==> src/sv/stce_pkg.sv <==
// ---------------------------------------------------------------------------
// stce_pkg
// Types and constants of the scrambled tail-biting K=7 convolutional encoder.
// ---------------------------------------------------------------------------
`timescale 1ns / 1ps

package stce_pkg;

   // Block geometry
   localparam int MAX_BLOCK_BITS = 262144;
   localparam int GROUP_BITS     = 8;
   localparam int GROUP_W        = $clog2(MAX_BLOCK_BITS / GROUP_BITS);
   localparam logic [GROUP_W-1:0] LAST_GROUP = GROUP_W'(MAX_BLOCK_BITS / GROUP_BITS - 1);

   // Encoder lanes: eight for a group, six for the tail
   localparam int NUM_LANES = 8;
   localparam int TAIL_BITS = 6;

   // Scrambler
   localparam int         SCR_W    = 11;
   localparam logic [10:0] SCR_INIT = 11'h3ff;

   // Generator polynomials (octal)
   localparam logic [6:0] POLY_A = 7'o133;
   localparam logic [6:0] POLY_B = 7'o171;
   localparam logic [6:0] POLY_C = 7'o165;

   // Field widths
   localparam int CODED_W = 20;
   localparam int COUNT_W = 5;
   localparam int POS_W   = 20;
   localparam int LCNT_W  = 4;

   // Rate codes
   localparam logic RATE_2_5 = 1'b0;
   localparam logic RATE_1_2 = 1'b1;

   // Parities of one lane
   typedef struct packed {
      logic a;
      logic b;
      logic c;
   } lane_par_type;

   typedef lane_par_type [NUM_LANES-1:0] lane_vec_type;

   // One result transaction
   typedef struct packed {
      logic [CODED_W-1:0] coded_bits;
      logic [COUNT_W-1:0] coded_count;
      logic [POS_W-1:0]   out_position;
      logic               last_result;
   } rsp_item_type;

endpackage

==> src/sv/stce_lane.sv <==
// ---------------------------------------------------------------------------
// stce_lane
// One encoder lane: the three generator parities of a 7-bit window.
// ---------------------------------------------------------------------------
`timescale 1ns / 1ps

module stce_lane
   import stce_pkg::*;
(
   input  logic [6:0]   window,   // bit 6 is the newest bit
   output lane_par_type par
);

   // XOR trees of the masked window
   assign par.a = ^(window & POLY_A);
   assign par.b = ^(window & POLY_B);
   assign par.c = ^(window & POLY_C);

endmodule

==> src/sv/stce_merge.sv <==
// ---------------------------------------------------------------------------
// stce_merge
// Packs the parities of the first n lanes into one coded word, in block
// order, and gives the number of coded bits.
// ---------------------------------------------------------------------------
`timescale 1ns / 1ps

module stce_merge
   import stce_pkg::*;
(
   input  lane_vec_type        lanes,       // lane 0 sits on an even bit
   input  logic [LCNT_W-1:0]   num_lanes,
   input  logic                rate_mode,
   output logic [CODED_W-1:0]  coded_bits,
   output logic [COUNT_W-1:0]  coded_count
);

   // Place each lane at its fixed slot; lanes past num_lanes give zeros
   always_comb begin
      coded_bits = '0;
      for (int k = 0; k < NUM_LANES; k++) begin
         if (LCNT_W'(k) < num_lanes) begin
            if (rate_mode == RATE_1_2) begin
               coded_bits[2*k]   = lanes[k].a;
               coded_bits[2*k+1] = lanes[k].c;
            end else begin
               coded_bits[5*(k/2)+3*(k%2)]   = lanes[k].a;
               coded_bits[5*(k/2)+3*(k%2)+1] = lanes[k].b;
               if ((k % 2) == 0) begin
                  coded_bits[5*(k/2)+2] = lanes[k].c;
               end
            end
         end
      end
   end

   // Two bits per lane at rate 1/2, five per lane pair at rate 2/5
   always_comb begin
      if (rate_mode == RATE_1_2) begin
         coded_count = COUNT_W'({num_lanes, 1'b0});
      end else begin
         coded_count = COUNT_W'({num_lanes[LCNT_W-1:1], 2'b00})
                     + COUNT_W'(num_lanes[LCNT_W-1:1])
                     + (num_lanes[0] ? COUNT_W'(3) : COUNT_W'(0));
      end
   end

endmodule

==> src/sv/stce_rsp_queue.sv <==
// ---------------------------------------------------------------------------
// stce_rsp_queue
// Four-entry queue; takes up to two results a cycle, hands out one while
// out_ready is high. Ready for a new group whenever two entries are free.
// ---------------------------------------------------------------------------
`timescale 1ns / 1ps

module stce_rsp_queue
   import stce_pkg::*;
(
   input  logic         clock,
   input  logic         reset,
   input  logic         push0,
   input  rsp_item_type item0,
   input  logic         push1,     // only together with push0
   input  rsp_item_type item1,
   output logic         room,
   output logic         out_valid,
   input  logic         out_ready,
   output rsp_item_type out_item
);

   localparam int DEPTH = 4;
   localparam int PTR_W = $clog2(DEPTH);

   rsp_item_type entry_ff [DEPTH];
   logic [PTR_W-1:0] wr_ptr_ff, wr_ptr_in;
   logic [PTR_W-1:0] rd_ptr_ff, rd_ptr_in;
   logic [PTR_W:0]   count_ff, count_in;
   logic             pop;
   logic [PTR_W-1:0] wr_next;

   assign pop       = out_valid && out_ready;
   assign out_valid = (count_ff != '0);
   assign out_item  = entry_ff[rd_ptr_ff];
   assign room      = (count_ff <= (PTR_W+1)'(DEPTH - 2));
   assign wr_next   = wr_ptr_ff + PTR_W'(1);

   // Pointer and fill bookkeeping
   always_comb begin
      wr_ptr_in = wr_ptr_ff + PTR_W'(push0) + PTR_W'(push1);
      rd_ptr_in = rd_ptr_ff + PTR_W'(pop);
      count_in  = count_ff + (PTR_W+1)'(push0) + (PTR_W+1)'(push1) - (PTR_W+1)'(pop);
   end

   always_ff @(posedge clock) begin
      if (reset) begin
         wr_ptr_ff <= '0;
         rd_ptr_ff <= '0;
         count_ff  <= '0;
      end else begin
         wr_ptr_ff <= wr_ptr_in;
         rd_ptr_ff <= rd_ptr_in;
         count_ff  <= count_in;
      end
   end

   // Storage
   always_ff @(posedge clock) begin
      if (push0) begin
         entry_ff[wr_ptr_ff] <= item0;
      end
      if (push1) begin
         entry_ff[wr_next] <= item1;
      end
   end

endmodule

==> src/sv/scramble_tailbiting_conv_encoder_top.sv <==
// ---------------------------------------------------------------------------
// scramble_tailbiting_conv_encoder_top
// Scrambled tail-biting K=7 convolutional encoder, rate 2/5 or 1/2, eight
// bits per transaction through eight parallel encoder lanes.
// ---------------------------------------------------------------------------
//  channel | dir | transaction
//  req_    | in  | tdata[7:0] input_bits, tlast last_of_block
//  rsp_    | out | tdata coded_bits/coded_count/out_position, tlast last_result
//  csr_    | in  | wr_en/wr_data rate_mode (0: rate 2/5, 1: rate 1/2)
//
//  One group of eight bits is taken every cycle while req_tready is high;
//  scrambling, the eight lanes and the merge are combinational ahead of a
//  four-entry result queue. The last group of a block gives two results,
//  drained one per cycle while rsp_tready is high; G groups give G+1 results.
//  req_tready drops while fewer than two queue entries are free.
//  reset is synchronous and clears rate_mode, the block state and the queue.
// ---------------------------------------------------------------------------
`timescale 1ns / 1ps

module scramble_tailbiting_conv_encoder_top
   import stce_pkg::*;
(
   input  logic        clock,
   input  logic        reset,
   // Input groups
   input  logic        req_tvalid,
   output logic        req_tready,
   input  logic [7:0]  req_tdata,   // [7:0] input_bits
   input  logic        req_tlast,   // last_of_block
   // Results
   output logic        rsp_tvalid,
   input  logic        rsp_tready,
   output logic [47:0] rsp_tdata,   // [19:0] coded_bits, [24:20] coded_count,
                                    // [44:25] out_position, [47:45] zero
   output logic        rsp_tlast,   // last_result
   // Configuration
   input  logic        csr_wr_en,
   input  logic        csr_wr_data  // rate_mode
);

   logic               rate_ff;
   logic [SCR_W-1:0]   scr_ff, scr_in;
   logic [5:0]         recent_ff, recent_in;
   logic [5:0]         head_ff, head_in;
   logic [GROUP_W-1:0] group_ff, group_in;

   logic               accept;
   logic               first_group;
   logic               close_block;
   logic [13:0]        seq;
   logic [11:0]        tail_seq;
   logic [5:0]         head_sel;
   lane_vec_type       body_par;
   lane_par_type [TAIL_BITS-1:0] tail_par;
   lane_vec_type       body_lanes;
   lane_vec_type       tail_lanes;
   logic [LCNT_W-1:0]  body_num;
   logic [CODED_W-1:0] body_code, tail_code;
   logic [COUNT_W-1:0] body_cnt, tail_cnt;
   logic [POS_W-1:0]   body_pos;
   rsp_item_type       body_item, tail_item, out_item;
   logic               room;

   assign req_tready  = room;
   assign accept      = req_tvalid && req_tready;
   assign first_group = (group_ff == '0);
   assign close_block = req_tlast || (group_ff == LAST_GROUP);

   // Rate register
   always_ff @(posedge clock) begin
      if (reset) begin
         rate_ff <= RATE_2_5;
      end else if (csr_wr_en) begin
         rate_ff <= csr_wr_data;
      end
   end

   // Scrambler: eight LFSR steps, input bit 7 first
   always_comb begin
      logic [SCR_W-1:0] lfsr;
      logic             nb;
      lfsr = scr_ff;
      seq  = {8'h00, recent_ff};
      for (int i = 0; i < 8; i++) begin
         nb          = lfsr[9] ^ lfsr[0];
         seq[6+i]    = req_tdata[7-i] ^ nb;
         lfsr        = {nb, lfsr[SCR_W-1:1]};
      end
      scr_in = lfsr;
   end

   // Tail window: last six bits wrapped onto the first six of the block
   assign recent_in = seq[13:8];
   assign head_sel  = first_group ? seq[11:6] : head_ff;
   assign tail_seq  = {head_sel, recent_in};

   // Encoder lanes
   for (genvar i = 0; i < NUM_LANES; i++) begin : g_body
      stce_lane u_lane (
         .window (seq[i+6:i]),
         .par    (body_par[i])
      );
   end

   for (genvar i = 0; i < TAIL_BITS; i++) begin : g_tail
      stce_lane u_lane (
         .window (tail_seq[i+6:i]),
         .par    (tail_par[i])
      );
   end

   // The first group only yields bits six and seven
   always_comb begin
      body_lanes = body_par;
      body_num   = LCNT_W'(NUM_LANES);
      if (first_group) begin
         body_lanes    = '0;
         body_lanes[0] = body_par[6];
         body_lanes[1] = body_par[7];
         body_num      = LCNT_W'(2);
      end
      tail_lanes = '0;
      tail_lanes[TAIL_BITS-1:0] = tail_par[TAIL_BITS-1:0];
   end

   stce_merge u_body_merge (
      .lanes       (body_lanes),
      .num_lanes   (body_num),
      .rate_mode   (rate_ff),
      .coded_bits  (body_code),
      .coded_count (body_cnt)
   );

   stce_merge u_tail_merge (
      .lanes       (tail_lanes),
      .num_lanes   (LCNT_W'(TAIL_BITS)),
      .rate_mode   (rate_ff),
      .coded_bits  (tail_code),
      .coded_count (tail_cnt)
   );

   // Coded position: 16 per group at rate 1/2, 20 at rate 2/5
   always_comb begin
      if (first_group) begin
         body_pos = (rate_ff == RATE_1_2) ? POS_W'(12) : POS_W'(15);
      end else if (rate_ff == RATE_1_2) begin
         body_pos = POS_W'({group_ff, 4'b0000});
      end else begin
         body_pos = POS_W'({group_ff, 4'b0000}) + POS_W'({group_ff, 2'b00});
      end
   end

   always_comb begin
      body_item.coded_bits   = body_code;
      body_item.coded_count  = body_cnt;
      body_item.out_position = body_pos;
      body_item.last_result  = 1'b0;
      tail_item.coded_bits   = tail_code;
      tail_item.coded_count  = tail_cnt;
      tail_item.out_position = '0;
      tail_item.last_result  = 1'b1;
   end

   // Block state
   always_comb begin
      head_in  = first_group ? seq[11:6] : head_ff;
      group_in = group_ff + GROUP_W'(1);
   end

   always_ff @(posedge clock) begin
      if (reset) begin
         scr_ff    <= SCR_INIT;
         recent_ff <= '0;
         head_ff   <= '0;
         group_ff  <= '0;
      end else if (accept) begin
         if (close_block) begin
            scr_ff    <= SCR_INIT;
            recent_ff <= '0;
            head_ff   <= '0;
            group_ff  <= '0;
         end else begin
            scr_ff    <= scr_in;
            recent_ff <= recent_in;
            head_ff   <= head_in;
            group_ff  <= group_in;
         end
      end
   end

   // Result queue
   stce_rsp_queue u_queue (
      .clock     (clock),
      .reset     (reset),
      .push0     (accept),
      .item0     (body_item),
      .push1     (accept && close_block),
      .item1     (tail_item),
      .room      (room),
      .out_valid (rsp_tvalid),
      .out_ready (rsp_tready),
      .out_item  (out_item)
   );

   assign rsp_tdata = {3'b000, out_item.out_position, out_item.coded_count,
                       out_item.coded_bits};
   assign rsp_tlast = out_item.last_result;

endmodule

==> config.mk <==
export PLATFORM = sky130hd
export DESIGN_NAME = scramble_tailbiting_conv_encoder_top
export DESIGN_NICKNAME = d
export VERILOG_FILES = /design/src/sv/stce_pkg.sv /design/src/sv/stce_lane.sv /design/src/sv/stce_merge.sv /design/src/sv/stce_rsp_queue.sv /design/src/sv/scramble_tailbiting_conv_encoder_top.sv
export SDC_FILE = /design/constraint.sdc
export NUM_CORES = 1
export LEC_CHECK = 0
export ABC_AREA = 1
export BUFFER_PORTS_ARGS = -buffer_cell sky130_fd_sc_hd__buf_2
export CAP_MARGIN = 20
export CORE_MARGIN = 8
export CORE_UTILIZATION = 45
export DETAILED_ROUTE_END_ITERATION = 8
export PLACE_DENSITY_LB_ADDON = 0.15
export SYNTH_ARGS = -nofsm -noshare
export SYNTH_HDL_FRONTEND = slang
export SYNTH_SLANG_ARGS = --single-unit
export TNS_END_PERCENT = 10
==> constraint.sdc <==
create_clock -name clock -period 3.2 [get_ports clock]
set_clock_uncertainty 0.1 [all_clocks]
set_input_delay 0.64 -clock clock [delete_from_list [all_inputs] [get_ports clock]]
set_output_delay 0.64 -clock clock [all_outputs]
set_load 0.005 [all_outputs]
# Word level (Yosys, flattened, before mapping)
# Memories as Yosys holds them, arrays and structs flattened. A register that Yosys moved wholly into a read port is not among the register bits.
# Cells that the tools add are included.
# totals
elab_cells	151
out_inout_bits	51
regBits	46
ramBits	184
input_bits	15
mem_count	1
# mem_list
name	words	width	rd	rd_clocked_by_memory_dff	write_ports	line_no	rtl
u_queue.entry_ff	4	46	1	1	2	stce_rsp_queue.sv:26	rsp_item_type entry_ff [DEPTH];
# op_classes
addsub	11
bitwise	16
muxes	57
reduce_logical	48
eq_ne	1
order_cmp	9
# ops
cell	count
$reduce_xor 7->1	42
$mux 2	24
$mux 20	2
$mux 24	1
$add 19x17->20	1
$mux 3	6
$mux 6	3
$lt 3x4->1 const A	4
$xor 1x1->1	16
$add 15x1->15 const B	1
$eq 15x15->1 const B	1
$logic_not 15->1	1
$mux 15	1
$mux 1	14
$mux 4	3
$mux 11	1
$mux 5	2
$lt 1x4->1 const A	2
$lt 2x4->1 const A	2
$add 2x1->2	3
$add 3x1->3	2
$add 5x3->5	1
$add 5x5->5	1
$le 3x2->1 const B	1
other kinds (5)	7

# Longest topological paths before layout
# Gate-level depths: netlist (run 1).
# depth
word_depth	19
depth_mapped	19
mapped_depth_nobuf	18

# By module
# Synthesis (run 1) repeated with hierarchy kept, for this count alone.
# hier_totals
hier_cells	2624
hier_area_um2	17661.9
# by_module_without_submodules
module	cells_per_inst	area_each_um2	instances	seq_area_each_um2
stce_rsp_queue	1398	10975.5	1	5665.4
scramble_tailbiting_conv_encoder_top	524	3318.2	1	780.7
stce_lane	33	155.1	14	0.0
stce_merge	120	598.1	2	0.0

# Least setup slack after synthesis (run 1)
# OpenSTA, ideal clock, no wires.
# synth_timing
kind	register to register
from	register u_queue.count_ff[1]
to	register u_queue.count_ff[2]
path_slack_ps	685
setup_time_ps	128
stages_incl_launch_ff	10
t_arrival_ps	2288
t_required_ps	2972
cell_sequence	dfxtp_1 inv_1 ha_1 a31o_2 nand2_4 clkinv_1 fa_1 fa_1 xor2_1 nor2_1
# synth_between
elab_chain_cells	5
word_cells_on_any_way	8
# synth_lines
element	line_no	rtl
start: declaration	stce_rsp_queue.sv:29	logic [PTR_W:0] count_ff, count_in;
start signal: assignment	stce_rsp_queue.sv:54	count_ff <= count_in;
$le 3x2->1 *	stce_rsp_queue.sv:36	assign room = (count_ff <= (PTR_W+1)'(DEPTH - 2));
net req_tready	scramble_tailbiting_conv_encoder_top.sv:27	output logic req_tready,
$logic_and 1x1->1 *	scramble_tailbiting_conv_encoder_top.sv:65	assign accept = req_tvalid && req_tready;
net accept	scramble_tailbiting_conv_encoder_top.sv:47	logic accept;
$add 3x1->3 or $logic_and 1x1->1 (tied branches)	stce_rsp_queue.sv:43, scramble_tailbiting_conv_encoder_top.sv:197	
$add 3x1->3 *	stce_rsp_queue.sv:43	count_in = count_ff + (PTR_W+1)'(push0) + (PTR_W+1)'(push1) - (PTR_W+1)'(pop);
$sub 3x1->3 *	stce_rsp_queue.sv:43	
# Mark *: on every way through the listed nets, which the timed path passes. The rest lies on a longest branch.
# A chain may end at the register's enable or synchronous reset.

==> results of run 1 <==
-- worst max-delay path, stage by stage, from the launching register on --
cell and delay, ps:
sky130_fd_sc_hd__dfxtp_2 420, sky130_fd_sc_hd__inv_2 280, sky130_fd_sc_hd__buf_4 420, sky130_fd_sc_hd__o21ai_0 130
sky130_fd_sc_hd__o22ai_1 260, sky130_fd_sc_hd__buf_2 180
-- cells by family after synthesis --
group | synth area share (%)
and+or+nand+nor | 29.17
AOI/OAI and AO/OA | 16.15
DFF | 40.22
buffers and inverters | 6.883
xor gates and xnor gates | 5.145
adders and majority gates | 2.396
other | 0.02943
-- timing repair --
item | in CTS | in global routing
resized for setup | 0 | 1
setup endpoints to repair | 0 | 24
setup buffers | 0 | 1
-- layer usage --
| metal | GRT usage [%] | part of all wire, % |
|---|---|---|
| met1 | 32.29 | 46 |
| met2 | 34.33 | 43 |
| met3 | 4.174 | 8.6 |
| met4 | 5.260 | 1.8 |
| met5 | 0 | 0 |
-- state kept, by name (all words and copies together) (netlist names) --
| name | count |
|---|---|
| u_queue.count_ff | 3 |
| scr_ff | 11 |
| group_ff | 15 |
| head_ff | 6 |
| recent_ff | 6 |
| rate_ff | 1 |
| u_queue.entry_ff | 176 |
| u_queue.wr_ptr_ff | 2 |
| u_queue.rd_ptr_ff | 2 |
-- through the flow --
| step | utilization [%] | hold WS, ps | power, mW |
|---|---|---|---|
| finish | 51.44 | 215.4 | 13.86 |
| global route | 51.44 | 287.3 | 14.85 |
| CTS | 51.39 | 193.7 | 13.82 |
| detailed placement | 48.23 | 336.3 | 10.77 |
| global placement | 48.23 | 332.8 | 10.68 |
| floorplan | - | 320.8 | 8.684 |
-- synthesized netlist by cell type, drive strengths merged, types with 2 or more instances --
library cell / count / area (µm²)
nand2: 451 / 1803
nand3: 180 / 960.9
dfxtp: 154 / 3083
nor2: 152 / 608.1
o21ai: 149 / 775.7
inv: 123 / 461.7
edfxtp: 68 / 2042
o22ai: 56 / 350.3
clkbuf: 49 / 183.9
a22o: 48 / 420.4
a21oi: 47 / 239.0
xor2: 46 / 455.4
buf: 36 / 224.0
ha: 18 / 225.2
nor3: 17 / 135.1
xnor2: 16 / 155.2
nand4: 12 / 75.07
o211ai: 10 / 75.07
or2: 10 / 62.56
a22oi: 9 / 67.56
a32o: 5 / 50.05
nand3b: 5 / 37.54
fa: 4 / 80.08
o21bai: 3 / 26.27
a211oi: 2 / 15.01
and2: 2 / 15.02
clkinv: 2 / 7.510
nor4: 2 / 12.51
xnor3: 2 / 45.04
-- power groups by stage --
stage	Combinational, mW	Clock [mW]	Sequential (mW)
4_1_cts	6.94	3.08	3.80
3_5_place_dp	6.92	0	3.85
3_3_place_gp	6.83	0	3.85
2_1_floorplan	4.93	0	3.76
5_1_grt	7.78	3.20	3.86
6_report	7.01	3.04	3.81
-- area by class of cell --
type	count	share of cell area [%]
Timing Repair Buffer	102	4.348
Sequential cell	222	35.77
Clock inverter	10	1.056
Multi-Input combinational cell	1255	47.17
Tap cell	378	3.300
Inverter	125	3.274
Clock buffer	36	5.081
-- path summary, 6_finish.rpt --
kind                                         from  cells past startpoint                                   end  slack, ps
min reg2reg  u_queue.entry_ff[1][14]$_SDFFE_PP0P_                      2  u_queue.entry_ff[1][14]$_SDFFE_PP0P_        350
max               u_queue.rd_ptr_ff[0]$_SDFF_PP0_                      5                         rsp_tdata[26]        200
max reg2reg              group_ff[0]$_SDFFE_PP0P_                     10     u_queue.entry_ff[2][26]$_DFFE_PP_        200
min                                   csr_wr_data                      3                  rate_ff$_SDFFE_PP0P_        220
-- cells in the final DEF, fill, tap and decap left out, types with 12 or more instances in the layout --
cell type,synthesis,layout
sky130_fd_sc_hd__xnor2_1,14,14
sky130_fd_sc_hd__nor2_1,145,143
sky130_fd_sc_hd__inv_1,105,105
sky130_fd_sc_hd__nand4_1,12,12
sky130_fd_sc_hd__buf_2,26,62
sky130_fd_sc_hd__nand3_1,168,168
sky130_fd_sc_hd__a21oi_1,46,46
sky130_fd_sc_hd__inv_2,18,19
sky130_fd_sc_hd__nand2_1,419,419
sky130_fd_sc_hd__nand2_2,26,26
sky130_fd_sc_hd__nand3_2,12,12
sky130_fd_sc_hd__buf_4,5,39
sky130_fd_sc_hd__o22ai_1,56,56
sky130_fd_sc_hd__dfxtp_1,154,153
sky130_fd_sc_hd__edfxtp_1,68,68
sky130_fd_sc_hd__ha_1,18,18
sky130_fd_sc_hd__xor2_1,42,42
sky130_fd_sc_hd__o21ai_0,142,142
sky130_fd_sc_hd__nor3_1,12,12
sky130_fd_sc_hd__clkbuf_16,0,26
sky130_fd_sc_hd__a22o_1,48,48
==> out/qor.txt, run 1 <==
Result of the run = completed
Synthesized area per cell = 7.562 µm²
Std-Cell Rows = 61
Chip Height = 184.3 µm
Source-to-sink clock delay at the later pin of the worst-skew pair = 550 ps
Overall via count from detail_route = 11790
Via density per instance = 5.539
Final wirelength = 38830 µm
Net count, final = 1769
Power Internal = 7.553 mW
Final weighted congestion in routability-driven placement = 0.9224
Relative slew margins = 41.51%
Area Overhead vs Synth = 12.47%
Cell area after synthesis = 12740 µm²
Combinational fraction of design power = 50.6%
I/O pins = 66
DR DRC count = 0
Critical path launch point type = flop
Number of buffers added to fix hold violations after cts = 0
Static Leak = 6.386 nW
Ys async rst share = 0%
Sequential-to-total area share from yosys stat = 40.22%
Switching share of power = 45.49%
Clock transition at path regs = 60 ps
Synth Register Bits = 222
Number of maximum-capacitance violations = 0
Power density over the cells = 966.9 nW/µm²
Number of hold violations in the final report = 0
Total congestion overflow = 0
Shortest clock period the worst path allows after layout = 3004 ps
Number of setup violations in the final report = 0
Power spent charging and discharging nets = 6.304 mW
Total core area = 27860 µm²
Wire length of the first global-routing pass = 61090 µm
Required @ worst endpoint = 2460 ps
Share of power burned in registers = 27.5%
Effective utilization at floorplan = 45.74%
Maximum clock frequency = 332.8 MHz
Unrepaired setup endpoints after global routing = no
Number of flops mapped to enable cells by yosys = 68
Root buffer cell = sky130_fd_sc_hd__clkbuf_16
Worst-case vdd ir drop = 484.3 µV
Final Non-Filler Cells = 2128
Number of inserted filler cells in the final layout = 2722
Largest buffer count on any clock path = 3
Summed area of non-filler cells in the final layout = 14330 µm²
TritonCTS Sinks = 222
Total area of sequential cells = 5126 µm²
Path class of the lowest-slack min-delay path = in -> reg
Yosys cell types = 57
Yosys synthesis warning count = 0
Sum of negative setup slack = 0 ps
Synth Instances = 1685
Final count of pins violating max slew = 0
Number of placed instances, taps included = 2081
Period utilization = 93.89%
Width of the chip = 184.3 µm
Number of buffers created by CTS = 26
Wire length per cell after detailed routing = 18.25 µm
Global routing usage summed across all routing layers = 22.46%
Via count of the first global-routing pass = 10930
Post-route worst setup slack = 195.6 ps
Clock Power Share = 21.9%
Crit Path Max Fanout = 36
Final antenna diode count = 0
DPL Wire Length = 26530 µm
Share of layout cells above drive strength 1 = 13.49%
Category of the critical setup timing path = reg -> out
Initial antenna violation count = 0
Area taken by multi-input logic gates = 6760 µm²
Die area = 33960 µm²
Number of levels the H-tree was split into = 1
Arrival time worst endpoint = 2260 ps
Actual transition at the worst max-transition pin = 876.4 ps
Top flip-flop cell by instance count after synthesis = sky130_fd_sc_hd__dfxtp_1
Post-route ant nets = 0
Buffers added on ports = 62
Pre-antenna DRT Iters = 5
Placed cell areas = 13440 µm²
Worst Setup End Kind = output port
TritonCTS clock tree = done
Setup slack at placement = 298.1 ps
Number of DRC markers in iteration 0 = 1237
Pin count of the biggest net entering global routing = 46
No activity file was read; power rests on OpenSTA's default activity.
==> run 2: changes to the inputs <==
--- a/config.mk
+++ b/config.mk
@@ -8,7 +8,7 @@
 export ABC_AREA = 1
 export BUFFER_PORTS_ARGS = -buffer_cell sky130_fd_sc_hd__buf_2
 export CAP_MARGIN = 20
-export CORE_MARGIN = 8
+export CORE_MARGIN = 2
 export CORE_UTILIZATION = 45
 export DETAILED_ROUTE_END_ITERATION = 8
 export PLACE_DENSITY_LB_ADDON = 0.15
==> constraint.sdc (replaced) <==
create_clock -name clock -period 2.95 [get_ports clock]
set_clock_uncertainty 0.1 [all_clocks]
set_input_delay 0.59 -clock clock [delete_from_list [all_inputs] [get_ports clock]]
set_output_delay 0.59 -clock clock [all_outputs]
set_load 0.005 [all_outputs]
==> out/qor.txt, run 2 (same netlist as run 1, synthesis figures left out) <==
Relative slew margins = 46.98% (+5.5 points)
Number of DRC markers in iteration 0 = 1202 (-2.8%)
Die area = 29680 µm² (-13%)
Required @ worst endpoint = 2260 ps (-200 ps)
Power Internal = 8.189 mW (+8.4%)
Switching share of power = 45.43% (-0.064 points)
Shortest clock period the worst path allows after layout = 2775 ps
Global routing usage summed across all routing layers = 26.60% (+4.1 points)
Static Leak = 6.482 nW (+1.5%)
Arrival time worst endpoint = 2090 ps (-170 ps)
Pre-antenna DRT Iters = 6 (+1)
Maximum clock frequency = 360.3 MHz
Crit Path Max Fanout = 17 (-53%)
Worst Setup End Kind = output port
Buffers added on ports = 62 (unchanged)
Power density over the cells = 1037 nW/µm² (+7.2%)
Source-to-sink clock delay at the later pin of the worst-skew pair = 540 ps (about the same)
Number of maximum-capacitance violations = 0 (unchanged)
Share of power burned in registers = 27.4% (about the same)
Number of hold violations in the final report = 0 (unchanged)
Net count, final = 1790 (+1.2%)
Wire length per cell after detailed routing = 18.14 µm (-0.56%)
Setup slack at placement = 119.6 ps (-178.4 ps)
Number of levels the H-tree was split into = 1 (unchanged)
Via density per instance = 5.586 (+0.86%)
Worst-case vdd ir drop = 475.6 µV (-1.8%)
Actual transition at the worst max-transition pin = 786.9 ps (-89.50 ps)
Post-route ant nets = 0 (unchanged)
Number of flip-flops in the largest register = 176 (unchanged)
Final weighted congestion in routability-driven placement = 0.9514 (+3.1%)
Final count of pins violating max slew = 0 (unchanged)
Biggest register = u_queue.entry_ff
Wire length of the first global-routing pass = 62020 µm (+1.5%)
Leading cell type in the layout, fill and taps excluded = sky130_fd_sc_hd__nand2_1
Final antenna diode count = 0 (unchanged)
Category of the critical setup timing path = reg -> out
DR DRC count = 0 (unchanged)
Power spent charging and discharging nets = 6.818 mW (+8.1%)
Number of setup violations in the final report = 0 (unchanged)
DPL Wire Length = 26890 µm (+1.4%)
Width of the chip = 172.3 µm (-6.5%)
Largest regs = u_queue.entry_ff: 176 flops, group_ff: 15 flops, scr_ff: 11 flops
Total congestion overflow = 0 (unchanged)
Total core area = 27860 µm² (unchanged)
Share of layout cells above drive strength 1 = 14.80% (+1.3 points)
TritonCTS Sinks = 222 (unchanged)
Root buffer cell = sky130_fd_sc_hd__clkbuf_16
I/O pins = 66 (unchanged)
Chip Height = 172.3 µm (-6.5%)
Critical path launch point type = flop
Combinational fraction of design power = 51.8% (+1.2 points)
Number of buffers created by CTS = 25 (-3.8%)
Final wirelength = 38980 µm (+0.38%)
TritonCTS clock tree = done
Number of inserted filler cells in the final layout = 2682 (-1.5%)
Most frequent cells in the layout = 419 x sky130_fd_sc_hd__nand2_1, 168 x sky130_fd_sc_hd__nand3_1, 153 x sky130_fd_sc_hd__dfxtp_1, 143 x sky130_fd_sc_hd__nor2_1, 142 x sky130_fd_sc_hd__o21ai_0
Clock Power Share = 20.8% (-1.1 points)
Effective utilization at floorplan = 45.74% (unchanged)
Pin count of the biggest net entering global routing = 90 (+96%)
Sum of internal, switching and leakage power = 15.01 mW (+8.3%)
Initial antenna violation count = 1 (+1)
Std-Cell Rows = 61 (unchanged)
Path class of the lowest-slack min-delay path = in -> reg
Via count of the first global-routing pass = 11130 (+1.8%)
Largest buffer count on any clock path = 3 (unchanged)
Post-route worst setup slack = 174.7 ps (-20.89 ps)
Sum of negative setup slack = 0 ps (unchanged)
Area Overhead vs Synth = 13.58%
Clock transition at path regs = 60 ps (about the same)
Overall via count from detail_route = 12000 (+1.8%)
Period utilization = 94.08%
Result of the run = completed
Final hold slack = 183.8 ps (-31.58 ps)
run 2: changes by cell type in the layout (fill, tap and decap cells not counted), sizes merged:
cell      change
buf          +22
bufinv        -3
clkbuf        +2
clkinv        -3
clkinvlp      +1
inv           +1
run 2: path summary, 6_finish.rpt:
path                                        startpoint                                   end  slack, ps  cells after the start
setup / recovery       u_queue.rd_ptr_ff[1]$_SDFF_PP0_                         rsp_tdata[27]        170                      5
hold / removal                             csr_wr_data                  rate_ff$_SDFFE_PP0P_        180                      3
setup reg to reg              group_ff[0]$_SDFFE_PP0P_     u_queue.entry_ff[1][30]$_DFFE_PP_        250                     15
hold reg to reg   u_queue.entry_ff[1][41]$_SDFFE_PP0P_  u_queue.entry_ff[1][41]$_SDFFE_PP0P_        350                      2
run 2: worst max-delay path: stages, from the launching register on:
cell                      delay (ps)
sky130_fd_sc_hd__dfxtp_1         310
sky130_fd_sc_hd__inv_1           380
sky130_fd_sc_hd__buf_4           330
sky130_fd_sc_hd__o21ai_0         120
sky130_fd_sc_hd__o22ai_1         240
sky130_fd_sc_hd__buf_2           170
run 2: area by class of cell:
class | count | area (µm²) | area share [%]
clock inverter | 6 | 51.30 | 0.3545
multi-input combinational | 1255 | 6775 | 46.81
timing repair buffer | 124 | 788.3 | 5.447
inverter | 125 | 469.2 | 3.242
clock buffer | 38 | 789.5 | 5.455
sequential | 222 | 5126 | 35.42
tap | 378 | 473.0 | 3.268
run 2: layer usage:
| layer | GRT usage [%] | share of wire, % | up-vias |
|---|---|---|---|
| li1 | - | - | 5848 |
| met1 | 39.46 | 47 | 5644 |
| met2 | 41.51 | 44 | 456 |
| met3 | 3.182 | 7.7 | 51 |
| met4 | 5.846 | 1.5 | 0 |
| met5 | 0 | 0 | - |
run 2: power by group through the flow:
stage	logic, mW	registers [mW]	clock network [mW]
after floorplan	5.35	4.07	0
after global placement	7.56	4.15	0
after detailed placement	7.62	4.16	0
after CTS	7.65	4.10	3.18
after global routing	8.62	4.16	3.32
final	7.77	4.11	3.13
run 2: timing repair:
item,4_1_cts,5_1_grt
buffers inserted,0,3
endpoints found under the setup margin,0,48
resized for setup,0,3
hold buffers,0,0
run 2: stage by stage:
stage / instance area [µm²] / instances / utilization, %
floorplan: 12750 / 1687 / -
global placement: 13590 / 2101 / 48.77
detailed placement: 13590 / 2101 / 48.77
CTS: 14430 / 2145 / 51.79
global route: 14470 / 2148 / 51.95
finish: 14470 / 2148 / 51.95
